File: config.mk
export PLATFORM = sky130hd
export DESIGN_NAME = ilir_cell
export DESIGN_NICKNAME = d
export VERILOG_FILES = /design/src/rtl/core/ilir_pkg.sv /design/src/rtl/core/ilir_cell.sv
export SDC_FILE = /design/constraint.sdc
export NUM_CORES = 1
export LEC_CHECK = 0
export BUFFER_PORTS_ARGS = -buffer_cell sky130_fd_sc_hd__buf_4
export CAP_MARGIN = 20
export CORE_AREA = 2 2 51 101
export CTS_CLUSTER_DIAMETER = 200
export DETAILED_ROUTE_END_ITERATION = 7
export DIE_AREA = 0 0 53 103
export PLACE_DENSITY = 0.89
export SKIP_LAST_GASP = 1
export SLEW_MARGIN = 20
export SYNTH_ARGS = -nofsm -noshare
export SYNTH_HDL_FRONTEND = slang
export SYNTH_SLANG_ARGS = --single-unit
File: constraint.sdc
create_clock -name aclk -period 4 [get_ports aclk]
set_input_delay 0.4 -clock aclk [delete_from_list [all_inputs] [get_ports aclk]]
set_output_delay 0.4 -clock aclk [all_outputs]
set_load 0.05 [all_outputs]
File: src/rtl/core/ilir_pkg.sv
`default_nettype none

package ilir_pkg;

    localparam int WORD_W   = 32;
    localparam int ACTION_W = 3;
    localparam int STATUS_W = 2;

    // request codes on s_action
    typedef enum logic [ACTION_W-1:0] {
        ACT_GET    = 3'd0,
        ACT_SET    = 3'd1,
        ACT_APPEND = 3'd2,
        ACT_INSERT = 3'd3,
        ACT_REMOVE = 3'd4
    } action_t;

    // result codes on m_status
    typedef enum logic [STATUS_W-1:0] {
        STATUS_DONE  = 2'd0,
        STATUS_INDEX = 2'd1,
        STATUS_FULL  = 2'd2
    } status_t;

    // operation broadcast to every cell
    typedef enum logic [1:0] {
        CELL_HOLD   = 2'd0,
        CELL_SET    = 2'd1,
        CELL_INSERT = 2'd2,
        CELL_REMOVE = 2'd3
    } cell_op_t;

    typedef struct packed {
        cell_op_t                   op;
        logic signed [WORD_W-1:0]   value;
    } cell_cmd_t;

endpackage

`default_nettype wire

File: src/rtl/core/ilir_cell.sv
`default_nettype none

module ilir_cell #(
    parameter int POS = 0,
    parameter int CW  = 7
) (
    input  wire logic                                   aclk,
    input  wire ilir_pkg::cell_cmd_t                    cmd,
    input  wire logic [CW-1:0]                          sel_index,
    input  wire logic signed [ilir_pkg::WORD_W-1:0]     prev_word,
    input  wire logic signed [ilir_pkg::WORD_W-1:0]     next_word,
    output logic signed [ilir_pkg::WORD_W-1:0]          word
);
    import ilir_pkg::*;

    localparam logic [CW-1:0] POS_C = CW'(POS);

    logic signed [WORD_W-1:0] word_reg;
    logic signed [WORD_W-1:0] word_next;

    always_comb begin
        word_next = word_reg;
        case (cmd.op)
            CELL_SET: begin
                if (sel_index == POS_C) word_next = cmd.value;
            end
            CELL_INSERT: begin
                // new word lands here, later words move up one place
                if (sel_index == POS_C) word_next = cmd.value;
                else if (POS_C > sel_index) word_next = prev_word;
            end
            CELL_REMOVE: begin
                if (POS_C >= sel_index) word_next = next_word;
            end
            default: begin
                word_next = word_reg;
            end
        endcase
    end

    always_ff @(posedge aclk) begin
        word_reg <= word_next;
    end

    assign word = word_reg;

endmodule

`default_nettype wire

-- After elaboration in Yosys (flattened, before gate mapping)
Cells that the tools add are included.
- bits in registers: 32
- input bits: 106
- reductions and logical operators: 3
- equality and inequality tests: 6
- multiplexer cells: 5
- magnitude comparators: 2
- operators by type and width (cell ; number):
    $mux 32 ; 4
    $pmux 32 s3 ; 1
    $ge 1x7->1 const A ; 1
    $gt 1x7->1 const A ; 1
    $logic_not 7->1 ; 1
    $eq 2x2->1 const B ; 2
    $ne 2x2->1 const B ; 2
    $reduce_and 4->1 ; 1
    $ne 3x3->1 const B ; 1
    $reduce_bool 3->1 ; 1
    $eq 2x1->1 const B ; 1

-- Logic depth before layout (Yosys ltp)
- depth in word-level cells: 4
- gate-level depth with buffers: 5

-- Worst setup path after synthesis
No wires, ideal clock.
- path kind: input to register
- start: input sel_index[0]
- end: register word_reg[0] (netlist: word[0]) (enable)
- setup time: 391 ps
- data arrival time: 1990 ps
- data required time: 3609 ps
- setup slack: 1619 ps
- path buffers: 2
- stages: 5
- cells stage by stage: nor3_1 and2_1 buf_4 buf_4 o21a_1
- cells in the longest elaborated chain, start to end: 3
- elaborated cells on any way between the ends: 7
- RTL lines (item ; RTL line ; source):
    from (decl) ; ilir_cell.sv:9 ; input wire logic [CW-1:0] sel_index,
    $gt 1x7->1 (tied with other cells) ; ilir_cell.sv:30 ; else if (POS_C > sel_index) word_next = prev_word;
    $ne 3x3->1 (no source line) / $ne 2x2->1 (equally long branches) ; -- ;
    $reduce_and 4->1 (no source line) (*) ; -- ;
    to (signal assigned) ; ilir_cell.sv:42 ; word_reg <= word_next;
    to (decl) ; ilir_cell.sv:18 ; logic signed [WORD_W-1:0] word_reg;
Mark *: on every way between the ends. The rest lies on a longest branch, timed or not.
A chain may end at the register's enable or synchronous reset.

-- Final worst setup path
Ends and elaborated chain as after synthesis.

==> run_results.csv <==
group,metric,value,unit
setup_path,cp_top_family,"buffers and inverters",
setup_path,worstSetupStartpoint,"sel_index[0]",
synthesis,async_reset_ff_share,0,%
detailed_routing,drt-initial-drc-count,112,
cells_and_area,final_util,67.3,%
grt,grt_pass1_wl,9700,um
place,dp_hpwl,4680,um
setup_path,critPathRequiredTime,3.96,ns
detailed_routing,drc,0,
floorplan,start_util,43.6,%
setup_path,path_common_cell,"buf_4",
setup_path,slowest_stage,"o21a_1",
grt,grt_max_degree,37,
floorplan,dieArea,5460,sq um
cts,holdBufCountCts,0,
cts,clk_pin_slew,0.06,ns
cells_and_area,num_antenna_cells,0,
power_and_ir_drop,p_leak,1.34,nW
sta,setup_viol,0,
floorplan,die_y,103,um
cts,htreeDepth,2,
setup_path,cp_cell_sequence,"buf_4 > nor3_2 > buf_4 > and2_1 > o21a_1 > buf_4",
job,maxCapViolCount,0,
floorplan,core-area,4730,sq um
sta,fmax,457,MHz
place,port_buffers,137,
floorplan,io_pins,138,
place,gp_congestion,0.768,
setup_path,critPathBufInv,3,
cts,cts_root_buf,"clkbuf_8",
synthesis,syn_area,2060,sq um
setup_path,cp-endpoint,"word[0]$_DFFE_PP_",
synthesis,synth-edff-count,32,
cells_and_area,register_area,961,sq um
setup_path,startpoint_type,"primary input",
synthesis,yosysWarnings,0,
cts,ctsResizeCount,0,
setup_path,critPathArrivalTime,2.15,ns
synthesis,seq_area_frac_synth,46.6,%
synthesis,ys_seq_elements,32,
cells_and_area,area_growth,54.5,%
detailed_routing,finalWirelength,6610,um
cells_and_area,largest_reg_flops,32,
grt,grt_overflow,0,
floorplan,die_w,53,um
synthesis,yosysUniqueCellTypes,19,
sta,relSlewSlack,35.7,%
floorplan,rows,36,
sta,fin_ws,1.81,ns
cts,postCtsSetupRepairBufs,0,
cells_and_area,multi_input_area,981,sq um
detailed_routing,routedWlPerCell,16.4,um
cts,clkSinkCount,32,
detailed_routing,drt.antenna.violating_nets,0,
synthesis,syn_nets,330,
cells_and_area,drive_above_1_share,43.5,%
power_and_ir_drop,p_per_area,245,nW/um^2
sta,drv_slew,0,
place,pre_cts_slack,1.53,ns
power_and_ir_drop,ir_drop,0.217,mV
sta,tns,0,ns
min_path,hp-class,"primary input to flip-flop",
cts,clockBufferDepth,2,
setup_path,path_class,"primary input to flip-flop",
detailed_routing,drt-vias-per-instance,5.90,
sta,holdWs,0.452,ns
synthesis,synthTopCellsByArea,"edfxtp_1 (47%), o211ai_1 (11%), and3_1 (9.4%)",
grt,antenna_found_initial,0,
cts,cts_tree,"done",
synthesis,syn_avg_cell_area,9.20,sq um
synthesis,synthCells,224,
detailed_routing,dr.pass1.iters,4,
sta,grt_setup_unrepaired,"no",
setup_path,crit_path_end_kind,"flip-flop",
setup_path,slowest_delay,0.56,ns
grt,grt_usage,23.6,%
cells_and_area,fillers,366,
synthesis,synth_area_leader_cell,"edfxtp_1",
grt,grt_pass1_vias,2237,
synthesis,yosys.area.top_type_share,46.6,%
run_status,status,"completed",
min_path,min_from,"cmd[8]",
setup_path,crit_fanout,33,
synthesis,post-synth-top-count-cell,"edfxtp_1",
synthesis,synth-main-ff-cell,"edfxtp_1",
sta,hold_viol_final,0,
cells_and_area,final_nets,453,
sta,worstMarginPinSlew,0.963,ns
cts,cts_buffers,5,
sta,final.min_clock_period,2.19,ns
detailed_routing,via_count,2384,
sta,fin_crit_sh,54.7,%
setup_path,crit_cells,6,
[stage by stage]
| stage | power (W) | cell area (sq um) | cells |
|---|---|---|---|
| finish | 0.000779 | 3180 | 404 |
| global route | 0.000808 | 3180 | 404 |
| CTS | 0.000783 | 3180 | 404 |
| detailed placement | 0.000562 | 3110 | 397 |
| global placement | 0.000554 | 3080 | 396 |
| floorplan | 0.000458 | 2060 | 224 |
[cell families (layout without fill, tap and decap cells)]
group | count (synthesis) | count (layout) | synth area share [%]
AOI/OAI and AO/OA | 66 | 66 | 20.3
buffers and inverters | 28 | 151 | 6.38
DFF | 32 | 32 | 46.6
and+or+nand+nor | 98 | 98 | 26.7
[worst min-delay path by stage]
stage | slack (ns) | depth (start not counted) | end
6_report | 0.45 | 3 | word[8]$_DFFE_PP_
3_5_place_dp | 0.73 | 3 | word[8]$_DFFE_PP_
2_1_floorplan | 0.62 | 2 | word[11]$_DFFE_PP_
3_3_place_gp | 0.72 | 3 | word[4]$_DFFE_PP_
4_1_cts | 0.44 | 3 | word[8]$_DFFE_PP_
5_1_grt | 0.47 | 3 | word[29]$_DFFE_PP_
[cell type report]
type | instances | share of cell area (%)
clock buffers | 6 | 2.28
multi-input cells | 164 | 30.8
inverters | 2 | 0.236
well taps | 57 | 2.24
repair buffers | 142 | 34.1
flip-flops and latches | 32 | 30.2
clock inverters | 1 | 0.157
[metal layers]
layer,vias up,GRT usage (%),wire (um)
met3,16,5.07,615
li1,1125,-,-
met1,1080,26.0,2540
met5,-,0,0
met2,163,42.8,3310
met4,0,8.88,140
[placed cells by master, fill, tap and decap left out]
cell type | netlist | final
inv_1 | 2 | 2
clkbuf_1 | 13 | 1
clkbuf_8 | 0 | 5
a2111oi_0 | 1 | 1
o21a_1 | 1 | 1
nor2b_4 | 0 | 1
and3_1 | 31 | 31
buf_4 | 4 | 141
o211ai_1 | 31 | 31
a21oi_1 | 31 | 31
nand2_1 | 31 | 31
buf_16 | 0 | 1
and2_1 | 1 | 1
o21ai_0 | 1 | 1
edfxtp_1 | 32 | 32
clkinv_2 | 0 | 1
nor3_2 | 0 | 1
a311oi_1 | 1 | 1
nor4_4 | 1 | 1
nand3b_1 | 1 | 1
nand4_1 | 31 | 31
[power by group]
group          internal, W  switching [W]
Sequential        0.000375    0.000000563
Clock             0.000118       0.000104
Combinational     0.000101      0.0000813
Total             0.000594       0.000186
Power figures use the tool's default switching activity.
